**src/sv/cbt_pkg.sv**
```systemverilog
package cbt_pkg;

  localparam int unsigned COORD_W    = 32;
  localparam int unsigned PARAM_W    = 17;
  localparam int unsigned WEIGHT_W   = 49;
  localparam int unsigned SQ_W       = 33;
  localparam int unsigned PROD_W     = SQ_W + PARAM_W;
  localparam int unsigned DIGIT_W    = 4;
  localparam int unsigned NUM_DIGITS = 13;
  localparam int unsigned CNT_W      = 4;
  localparam int unsigned ACC_W      = 40;

  localparam logic [PARAM_W-1:0]  ONE_Q16   = 17'h10000;
  localparam logic [PARAM_W-1:0]  STEP_MIN  = 17'h00001;
  localparam logic [WEIGHT_W-1:0] ONE_Q48   = 49'h1_0000_0000_0000;
  localparam logic [CNT_W-1:0]    LAST_DIG  = CNT_W'(NUM_DIGITS - 1);

  localparam logic FUNC_START   = 1'b0;
  localparam logic FUNC_ADVANCE = 1'b1;

  typedef enum logic [1:0] {
    ST_IDLE,
    ST_CALC,
    ST_DONE
  } cbt_state_e;

  typedef enum logic [2:0] {
    BS_IDLE,
    BS_UU,
    BS_VV,
    BS_W0,
    BS_W1,
    BS_W3,
    BS_W2,
    BS_SHIFT
  } cbt_bstate_e;

  // one weight digit of each basis term, least significant first
  typedef struct packed {
    logic               valid;
    logic               first;
    logic               last;
    logic [DIGIT_W-1:0] d0;
    logic [DIGIT_W-1:0] d1;
    logic [DIGIT_W-1:0] d2;
    logic [DIGIT_W-1:0] d3;
  } cbt_dig_t;

endpackage

```
**src/sv/cbt_blend.sv**
```systemverilog
module cbt_blend import cbt_pkg::*; (
  input  logic                      clk_i,
  input  cbt_dig_t                  dig_i,
  input  logic signed [COORD_W-1:0] p0_i,
  input  logic signed [COORD_W-1:0] p1_i,
  input  logic signed [COORD_W-1:0] p2_i,
  input  logic signed [COORD_W-1:0] p3_i,
  output logic signed [COORD_W-1:0] point_o
);

  localparam logic signed [ACC_W-1:0] SAT_MAX = ACC_W'(64'sd2147483647);
  localparam logic signed [ACC_W-1:0] SAT_MIN = -ACC_W'(64'sd2147483648);

  logic signed [ACC_W-1:0] acc_q, acc_d;
  logic signed [ACC_W-1:0] c0, c1, c2, c3, base, sum;

  // acc keeps floor(partial sum / 16^k); the top digit is bit 48 alone, no shift
  assign c0   = ACC_W'(p0_i) * ACC_W'($signed({1'b0, dig_i.d0}));
  assign c1   = ACC_W'(p1_i) * ACC_W'($signed({1'b0, dig_i.d1}));
  assign c2   = ACC_W'(p2_i) * ACC_W'($signed({1'b0, dig_i.d2}));
  assign c3   = ACC_W'(p3_i) * ACC_W'($signed({1'b0, dig_i.d3}));
  assign base = dig_i.first ? '0 : acc_q;
  assign sum  = base + c0 + c1 + c2 + c3;

  always_comb begin
    acc_d = acc_q;
    if (dig_i.valid) begin
      acc_d = dig_i.last ? sum : (sum >>> DIGIT_W);
    end
  end

  always_ff @(posedge clk_i) begin
    acc_q <= acc_d;
  end

  always_comb begin
    priority if (acc_q > SAT_MAX) begin
      point_o = SAT_MAX[COORD_W-1:0];
    end else if (acc_q < SAT_MIN) begin
      point_o = SAT_MIN[COORD_W-1:0];
    end else begin
      point_o = acc_q[COORD_W-1:0];
    end
  end

endmodule

```
**config.mk**
```make
export PLATFORM = sky130hd
export DESIGN_NAME = cbt_blend
export DESIGN_NICKNAME = d
export VERILOG_FILES = /design/src/sv/cbt_pkg.sv /design/src/sv/cbt_blend.sv
export SDC_FILE = /design/constraint.sdc
export NUM_CORES = 2
export LEC_CHECK = 0
export ABC_AREA = 1
export BUFFER_PORTS_ARGS = -buffer_cell sky130_fd_sc_hd__buf_2
export CAP_MARGIN = 20
export CORE_MARGIN = 2
export CORE_UTILIZATION = 65
export CTS_BUF_LIST = sky130_fd_sc_hd__clkbuf_2
export CTS_CLUSTER_DIAMETER = 120
export DETAILED_ROUTE_END_ITERATION = 12
export PLACE_DENSITY = 0.81
export SYNTH_ARGS = -nofsm -noshare
export SYNTH_HDL_FRONTEND = slang
export SYNTH_SLANG_ARGS = --single-unit
```
**constraint.sdc**
```tcl
create_clock -name clk_i -period 10.2 [get_ports clk_i]
set_clock_uncertainty 0.2 [all_clocks]
set_input_delay 2.04 -clock clk_i [delete_from_list [all_inputs] [get_ports clk_i]]
set_output_delay 2.04 -clock clk_i [all_outputs]
set_load 0.005 [all_outputs]
```
==> out/metrics.csv <==
metric,value,unit
setup TNS,0,ps
Worst Hold Class,flop to flop,
"Async S/R FF share, synth",0,
Mapped Nets,3985,
CTS H-tree depth,2,
most frequent cells after synthesis,"inv_1 (1146), nand2_1 (794), fa_1 (517)",
Core ar.,0.0357,mm^2
syn avg cell area,7.54,um^2
worst relative slew slack,0.287,
mux cell area share after synthesis,0.00127,
Routed WL per cell,16.6,um
failing checks,DRC,
Post-CTS Setup Inserts,0,
initial antenna violation count,4,
Pre-Repair DR Iteration Count,12,
Regs by FF count,acc_q (40),
crit path launch type,input port,
"Distinct cells, synth",38,
max FFs per register,40,
largest family of logic cells by synthesized area,adder cells,
DRC,8,
PostCTS Resize Cnt,0,
unrepaired setup endpoints after global routing,no,
worst min-delay path startpoint,acc_q[0],
worst path required time,10300,ps
DRT antenna net count,0,
number of placed I/O pins,180,
Synth Warn #,0,
critical path arrival,8660,ps
path depth of the worst reg2reg path,22,
worst-path maximum fanout,32,
"count leader, synth",inv_1,
Worst setup EP type,flop,
GR Overflow Total,0,
Synth Area in Simple Gates,0.182,
layout cell share with drive strength beyond 1,0.0745,
routed wire length,61500,um
number of synthesized flops with an enable pin,40,
Hold Path Sink,acc_q[0],
max frequency,117,MHz
Crit Path Class,input port to flop,
worst flop-to-flop path endpoint,acc_q[37],
Die Ht,194,um
xor/xnor cell area share of the yosys netlist,0.00669,
post-synth top area cell,fa_1,
Compound-Gate Fraction of Synth Area,0.0213,
top_reg_cell synth,edfxtp_1,
register area share after synthesis,0.0510,
Via-to-Cell Ratio,5.09,
Area Growth Syn to Fin,5.64,%
clk buf depth,2,
Initial Util,0.661,
routability cong.,1.02,
Fin. Hold Viols,0,
fin. max-slew vios,0,
maxcap violations,0,
Port Buffers,179,
vias in the first global route,19800,
Synth area leaders,"fa_1 (44%), inv_1 (18%), nand2_1 (13%)",
fin crit share,0.839,
"Clk pin slew, worst setup/hold paths",290,ps
layout net count,4108,
latest clock arrival within the worst-skew pair,480,ps
Yosys top cell area share,0.439,
vias post-DR,18900,
hold buffer count at cts,0,
Synth Instances,3124,
placed wire-length estimate,56100,um
post-layout min period,8560,ps
Post-Synth Adder-Cell Area,0.543,
Num CTS Buffers,5,
CTS Sinks,40,
CTS Root Cell,clkbuf_2,
Post-Syn Area,0.0236,mm^2
Biggest register,acc_q,
GRT Total Usage,0.346,
die area,0.0378,mm^2
RR Startpoint,acc_q[27],
Iteration-0 DRC Markers,1402,
internal reg-to-reg setup slack,4060,ps
hold depth,6,
largest net degree at the start of global routing,41,
Least-Margin Pin Slew,1070,ps
Setup-failing EPs final,0,
"flops & latches, synth",40,
status,finished with violations,
CTS tree,yes,
die width,194,um
row count,69,
global-route wire length before repair,102000,um
-- cell type report --
type / count / area (um^2)
repair buffers: 182 / 918
flip-flops and latches: 40 / 1200
inverters: 1150 / 4320
diodes: 4 / 10.0
multi-input cells: 1868 / 17800
clock inverters: 3 / 42.5
clock buffers: 5 / 25.0
fillers: 3026 / 10800
well taps: 461 / 577
-- layout by cell type, fill, tap and decap left out, types with 7 or more instances in the layout --
| cell type | count |
|---|---|
| ha_1 | 196 |
| inv_1 | 1146 |
| edfxtp_1 | 40 |
| xor2_1 | 9 |
| a21oi_1 | 27 |
| nor2_1 | 96 |
| nand3b_1 | 12 |
| buf_2 | 179 |
| fa_1 | 517 |
| nor2_2 | 7 |
| nand3_1 | 79 |
| nand2_2 | 20 |
| o21ai_0 | 44 |
| nand3_2 | 7 |
| nand4_1 | 9 |
| o21bai_1 | 9 |
| xnor2_1 | 9 |
| nand2_1 | 794 |
-- how the worst max path moves through the flow --
stage                     startpoint        end  depth (start not counted)
after floorplan             dig_i[9]  acc_q[39]                         24
after global placement      dig_i[9]  acc_q[37]                         24
after detailed placement    dig_i[9]  acc_q[37]                         24
after CTS                   dig_i[9]  acc_q[37]                         24
after global routing        dig_i[9]  acc_q[37]                         24
final                       dig_i[9]  acc_q[37]                         24
-- critical path, stage by stage --
cell	delay, ps
buf_2	500
nand2_1	310
fa_1	630
inv_1	120
fa_1	600
inv_1	80
fa_1	600
inv_1	70
fa_1	490
fa_1	420
fa_1	500
inv_1	50
fa_1	480
inv_1	40
ha_1	350
nand2_1	140
nor2_1	210
nand3_1	160
nor2_1	230
nand3_1	220
nand3_1	150
nand2_1	70
nand3_1	80
nand2_1	70
-- per-stage QoR --
step,hold WS [ps],area [um^2],utilization,instances,setup slack (ps)
2_1_floorplan,656,23600,-,3124,2280
3_3_place_gp,710,24800,0.696,3701,1210
3_5_place_dp,758,24800,0.696,3701,1180
4_1_cts,803,24900,0.698,3709,1690
5_1_grt,871,24900,0.698,3713,1350
6_report,786,24900,0.698,3713,1640
-- layer usage --
layer | vias up | part of all wire | GRT usage
met5 | - | 0 | 0
met4 | 0 | 0.015 | 0.0593
met3 | 58 | 0.093 | 0.0486
met2 | 826 | 0.44 | 0.529
met1 | 9127 | 0.46 | 0.537
li1 | 8881 | - | -
-- logic make-up after synthesis --
group,after synthesis
adder cells (fa/ha/maj),713
multiplexers,3
AND/OR/NAND/NOR,1047
AO/OA/AOI/OAI,87
XOR/XNOR,18
flip-flops,40
buffers and inverters,1216
Power is not shown: default switching activity piles up to over one toggle a cycle in this logic, so the estimate is an artifact.
