### config.mk
export PLATFORM = sky130hd
export DESIGN_NAME = cbt_basis
export DESIGN_NICKNAME = d
export VERILOG_FILES = /design/src/sv/cbt_pkg.sv /design/src/sv/cbt_basis.sv
export SDC_FILE = /design/constraint.sdc
export NUM_CORES = 2
export LEC_CHECK = 0
export ABC_AREA = 1
export BUFFER_PORTS_ARGS = -buffer_cell sky130_fd_sc_hd__buf_2
export CORE_MARGIN = 2
export CORE_UTILIZATION = 54
export DETAILED_ROUTE_END_ITERATION = 10
export PLACE_DENSITY = 0.7
export SYNTH_ARGS = -nofsm -noshare
export SYNTH_HDL_FRONTEND = slang
export SYNTH_SLANG_ARGS = --single-unit
export TNS_END_PERCENT = 5
### constraint.sdc
create_clock -name clk_i -period 11.75 [get_ports clk_i]
set_input_delay 1.175 -clock clk_i [delete_from_list [all_inputs] [get_ports clk_i]]
set_output_delay 1.175 -clock clk_i [all_outputs]
set_load 0.01 [all_outputs]
### src/sv/cbt_pkg.sv
package cbt_pkg;

  localparam int unsigned COORD_W    = 32;
  localparam int unsigned PARAM_W    = 17;
  localparam int unsigned WEIGHT_W   = 49;
  localparam int unsigned SQ_W       = 33;
  localparam int unsigned PROD_W     = SQ_W + PARAM_W;
  localparam int unsigned DIGIT_W    = 4;
  localparam int unsigned NUM_DIGITS = 13;
  localparam int unsigned CNT_W      = 4;
  localparam int unsigned ACC_W      = 40;

  localparam logic [PARAM_W-1:0]  ONE_Q16   = 17'h10000;
  localparam logic [PARAM_W-1:0]  STEP_MIN  = 17'h00001;
  localparam logic [WEIGHT_W-1:0] ONE_Q48   = 49'h1_0000_0000_0000;
  localparam logic [CNT_W-1:0]    LAST_DIG  = CNT_W'(NUM_DIGITS - 1);

  localparam logic FUNC_START   = 1'b0;
  localparam logic FUNC_ADVANCE = 1'b1;

  typedef enum logic [1:0] {
    ST_IDLE,
    ST_CALC,
    ST_DONE
  } cbt_state_e;

  typedef enum logic [2:0] {
    BS_IDLE,
    BS_UU,
    BS_VV,
    BS_W0,
    BS_W1,
    BS_W3,
    BS_W2,
    BS_SHIFT
  } cbt_bstate_e;

  // one weight digit of each basis term, least significant first
  typedef struct packed {
    logic               valid;
    logic               first;
    logic               last;
    logic [DIGIT_W-1:0] d0;
    logic [DIGIT_W-1:0] d1;
    logic [DIGIT_W-1:0] d2;
    logic [DIGIT_W-1:0] d3;
  } cbt_dig_t;

endpackage

### src/sv/cbt_basis.sv
module cbt_basis import cbt_pkg::*; (
  input  logic               clk_i,
  input  logic               rst_ni,
  input  logic               start_i,
  input  logic [PARAM_W-1:0] u_i,
  output cbt_dig_t           dig_o
);

  cbt_bstate_e st_q, st_d;
  logic [CNT_W-1:0]    cnt_q, cnt_d;
  logic [PARAM_W-1:0]  u_q, v_q;
  logic [SQ_W-1:0]     uu_q, vv_q;
  logic [PROD_W-1:0]   prod_q;
  logic [WEIGHT_W-1:0] w0_q, w1_q, w2_q, w3_q, rem_q;
  logic [SQ_W-1:0]     mul_a;
  logic [PARAM_W-1:0]  mul_b;
  logic [WEIGHT_W-1:0] prod_w, prod3;

  assign prod_w = WEIGHT_W'(prod_q);
  assign prod3  = prod_w + (prod_w << 1);

  always_comb begin
    st_d = st_q;
    unique case (st_q)
      BS_IDLE:  if (start_i) st_d = BS_UU;
      BS_UU:    st_d = BS_VV;
      BS_VV:    st_d = BS_W0;
      BS_W0:    st_d = BS_W1;
      BS_W1:    st_d = BS_W3;
      BS_W3:    st_d = BS_W2;
      BS_W2:    st_d = BS_SHIFT;
      BS_SHIFT: if (cnt_q == LAST_DIG) st_d = BS_IDLE;
      default:  st_d = BS_IDLE;
    endcase
  end

  always_comb begin
    mul_a = '0;
    mul_b = '0;
    cnt_d = cnt_q;
    unique case (st_q)
      BS_UU: begin
        mul_a = SQ_W'(u_q);
        mul_b = u_q;
      end
      BS_VV: begin
        mul_a = SQ_W'(v_q);
        mul_b = v_q;
      end
      BS_W0: begin
        mul_a = uu_q;
        mul_b = u_q;
      end
      BS_W1: begin
        mul_a = uu_q;
        mul_b = v_q;
      end
      BS_W3: begin
        mul_a = vv_q;
        mul_b = v_q;
      end
      BS_W2:    cnt_d = '0;
      BS_SHIFT: cnt_d = cnt_q + 1'b1;
      default: ;
    endcase
  end

  always_ff @(posedge clk_i or negedge rst_ni) begin
    if (!rst_ni) begin
      st_q  <= BS_IDLE;
      cnt_q <= '0;
    end else begin
      st_q  <= st_d;
      cnt_q <= cnt_d;
    end
  end

  always_ff @(posedge clk_i) begin
    prod_q <= PROD_W'(mul_a) * PROD_W'(mul_b);
    if (st_q == BS_IDLE && start_i) begin
      u_q <= u_i;
      v_q <= ONE_Q16 - u_i;
    end
    unique case (st_q)
      BS_VV: uu_q <= SQ_W'(prod_q);
      BS_W0: vv_q <= SQ_W'(prod_q);
      BS_W1: begin
        w0_q  <= prod_w;
        rem_q <= ONE_Q48 - prod_w;
      end
      BS_W3: begin
        w1_q  <= prod3;
        rem_q <= rem_q - prod3;
      end
      BS_W2: begin
        w3_q <= prod_w;
        w2_q <= rem_q - prod_w;
      end
      BS_SHIFT: begin
        w0_q <= w0_q >> DIGIT_W;
        w1_q <= w1_q >> DIGIT_W;
        w2_q <= w2_q >> DIGIT_W;
        w3_q <= w3_q >> DIGIT_W;
      end
      default: ;
    endcase
  end

  always_comb begin
    dig_o.valid = (st_q == BS_SHIFT);
    dig_o.first = (cnt_q == '0);
    dig_o.last  = (cnt_q == LAST_DIG);
    dig_o.d0    = w0_q[DIGIT_W-1:0];
    dig_o.d1    = w1_q[DIGIT_W-1:0];
    dig_o.d2    = w2_q[DIGIT_W-1:0];
    dig_o.d3    = w3_q[DIGIT_W-1:0];
  end

endmodule

==> flow_metrics.tcl <==
set metrics [dict create \
    clock-root-buffer "clkbuf_16" \
    cts_resized 0 \
    max-slew-margin-rel 0.09912 \
    drc_errors 0 \
    yosys.area.top_type "edfxtp_1" \
    regArea_sq_um 11490 \
    synth_warnings 0 \
    h-tree-depth 2 \
    maxCapViolCount 0 \
    worst_path_max_delay_cell "nand2_4" \
    synth_nets 6666 \
    synth_edf_count 344 \
    synthTopCellsByCount "1451 x nand2_1, 1162 x inv_1, 593 x nor2_1" \
    report.final.slew_viol_count 0 \
    drtPass1Iterations 6 \
    die_width_microns 295.5 \
    antenna_found_initial 0 \
    multiInputGateArea_sq_um 29130 \
    initial_utilization 0.5465 \
    grt_setup_unrepaired "no" \
    synth_most_common_cell "nand2_1" \
    grt_pass1_vias 37960 \
    synth_top_area_share 0.2251 \
    critPathMaxFanout 55 \
    area_growth_pct 5.789 \
    synthCells 5864 \
    synthTopCellsByArea "edfxtp_1 23%, fa_1 20%, nand2_1 12%" \
    io-pin-count 39 \
    worst-slew-pin-transition_ns 1.339 \
    post-route-period-util 0.7531 \
    grt_usage 0.3645 \
    drt_wl_total_microns 156900 \
    cts_tree "built" \
    async_flop_share 0.01750 \
    num-fill-cells 7961 \
    cp_common_cell "fa_1" \
    hp-class "in2async" \
    worstPathArrival_ns 9.37 \
    fin_nets 6628 \
    cts.clk_slew.worst_paths_ns 0.06 \
    clock_latency_ns 0.62 \
    ys_seq_area_frac 0.2503 \
    cts-buffers-inserted 45 \
    drtIter0Drc 4603 \
    crit_type "reg2reg" \
    status "finished clean" \
    end_kind "flop" \
    hpwl_microns 128200 \
    setup_viol 0 \
    n_antenna_cell 0 \
    syn_area_per_cell_sq_um 7.824 \
    cts.sinks 400 \
    fmax_mhz 113.0 \
    slowest_delay_ns 0.85 \
    ctsHoldBuffers 0 \
    fin_setup_tns_ns 0 \
    viasPerCell 5.643 \
    place.gp.congestion 1.055 \
    synth_cell_types 67 \
    die_h_microns 295.5 \
    routedWlPerCell_microns 22.42 \
    grt_max_degree 70 \
    skew_ns 0.03545 \
    hold_viol 0 \
    crit_required_ns 12.27 \
    portBuffers 38 \
    fin_crit_ns 8.849 \
    grt_pass1_wl_microns 236000 \
    vias 39480 \
    cts_setup_buffers 0 \
    num_rows 106 \
    synth_ff_type "edfxtp_1" \
    start_kind "flop" \
    core_sq_um 83950 \
    synthesis.area_sq_um 45880 \
    synth_seq_cells 400 \
    clk_path_buf_depth 3 \
    die_area_sq_um 87310 \
    drive_gt1_frac 0.04759 \
    grt_overflow 0 \
    drt.antenna.violating_nets 0 \
]
-- worst max-delay path, delay by kind of cell (launching register included) --
family | cells | cell delay [ns]
compound gates | 2 | 0.56
fa+ha+maj | 8 | 3.55
buf+inv | 5 | 1.00
flops | 1 | 0.40
xor+xnor | 1 | 0.15
simple gates | 9 | 3.05
-- path summary, 6_finish.rpt --
kind	cells after the start	start	endpoint	slack, ns
max	25	st_q[1]	prod_q[48]	2.90
min	1	rst_ni	st_q[0]	0.39
max reg2reg	25	st_q[1]	prod_q[48]	2.90
min reg2reg	2	w0_q[46]	w0_q[42]	0.50
max in group asynchronous	1	rst_ni	cnt_q[0]	11.20
min in group clk_i	2	w0_q[46]	w0_q[42]	0.50
-- sequential cells by signal, summed over array words and instances (netlist names), 4 cells and up --
register / flops
cnt_q: 4
prod_q: 49
rem_q: 49
u_q: 17
uu_q: 33
v_q: 16
vv_q: 33
w0_q: 49
w1_q: 49
w2_q: 49
w3_q: 49
-- layer usage --
metal	vias up	GRT usage	part of all wire
li1	18250	-	-
met2	2047	0.4930	0.39
met5	-	0	0
met4	0	0.07107	0.021
met1	19000	0.5657	0.46
met3	189	0.1155	0.13
-- per-stage QoR --
step                setup WS [ns]  utilization  hold WS [ns]  std cells  cell area (sq um)
finish                      2.901       0.5782        0.3869       6996              48540
global route                2.520       0.5782        0.3858       6996              48540
CTS                         3.043       0.5782        0.3661       6996              48540
global placement            3.132       0.5598        0.4938       6913              47000
floorplan                   4.846            -        0.4874       5864              45880
detailed placement          3.143       0.5598        0.4947       6913              47000
-- cells in the final DEF (no fill, tap or decap), drive strengths merged, types with 21 or more instances in the layout --
cell type and instances:
nand2 1462, inv 1193, nor2 606, fa 466, edfxtp 344, ha 316
o21ai 316, a21oi 298, nand3 164, xor2 90, buf 77, xnor2 55
clkbuf 52, dfxtp 49, nand4 46, nor3 46, a31oi 41, o21bai 27
nor4 24, o22ai 23, o21a 21, clkinv 21
-- cells by family after synthesis --
group,after synthesis,synth area share
fa+ha+maj,782,0.2895
flops,400,0.2503
xor+xnor,145,0.02768
compound gates,807,0.1052
simple gates,2378,0.2115
buf+inv,1352,0.1158
-- area by class of cell --
cell class	count	area share
multi-input cells	4112	0.6002
flip-flops and latches	400	0.2366
clock buffers	52	0.02395
well taps	1134	0.02923
inverters	1190	0.09223
clock inverters	31	0.007836
repair buffers	77	0.009950
Power is not shown: default switching activity piles up to over one toggle a cycle in this logic, so the estimate is an artifact.
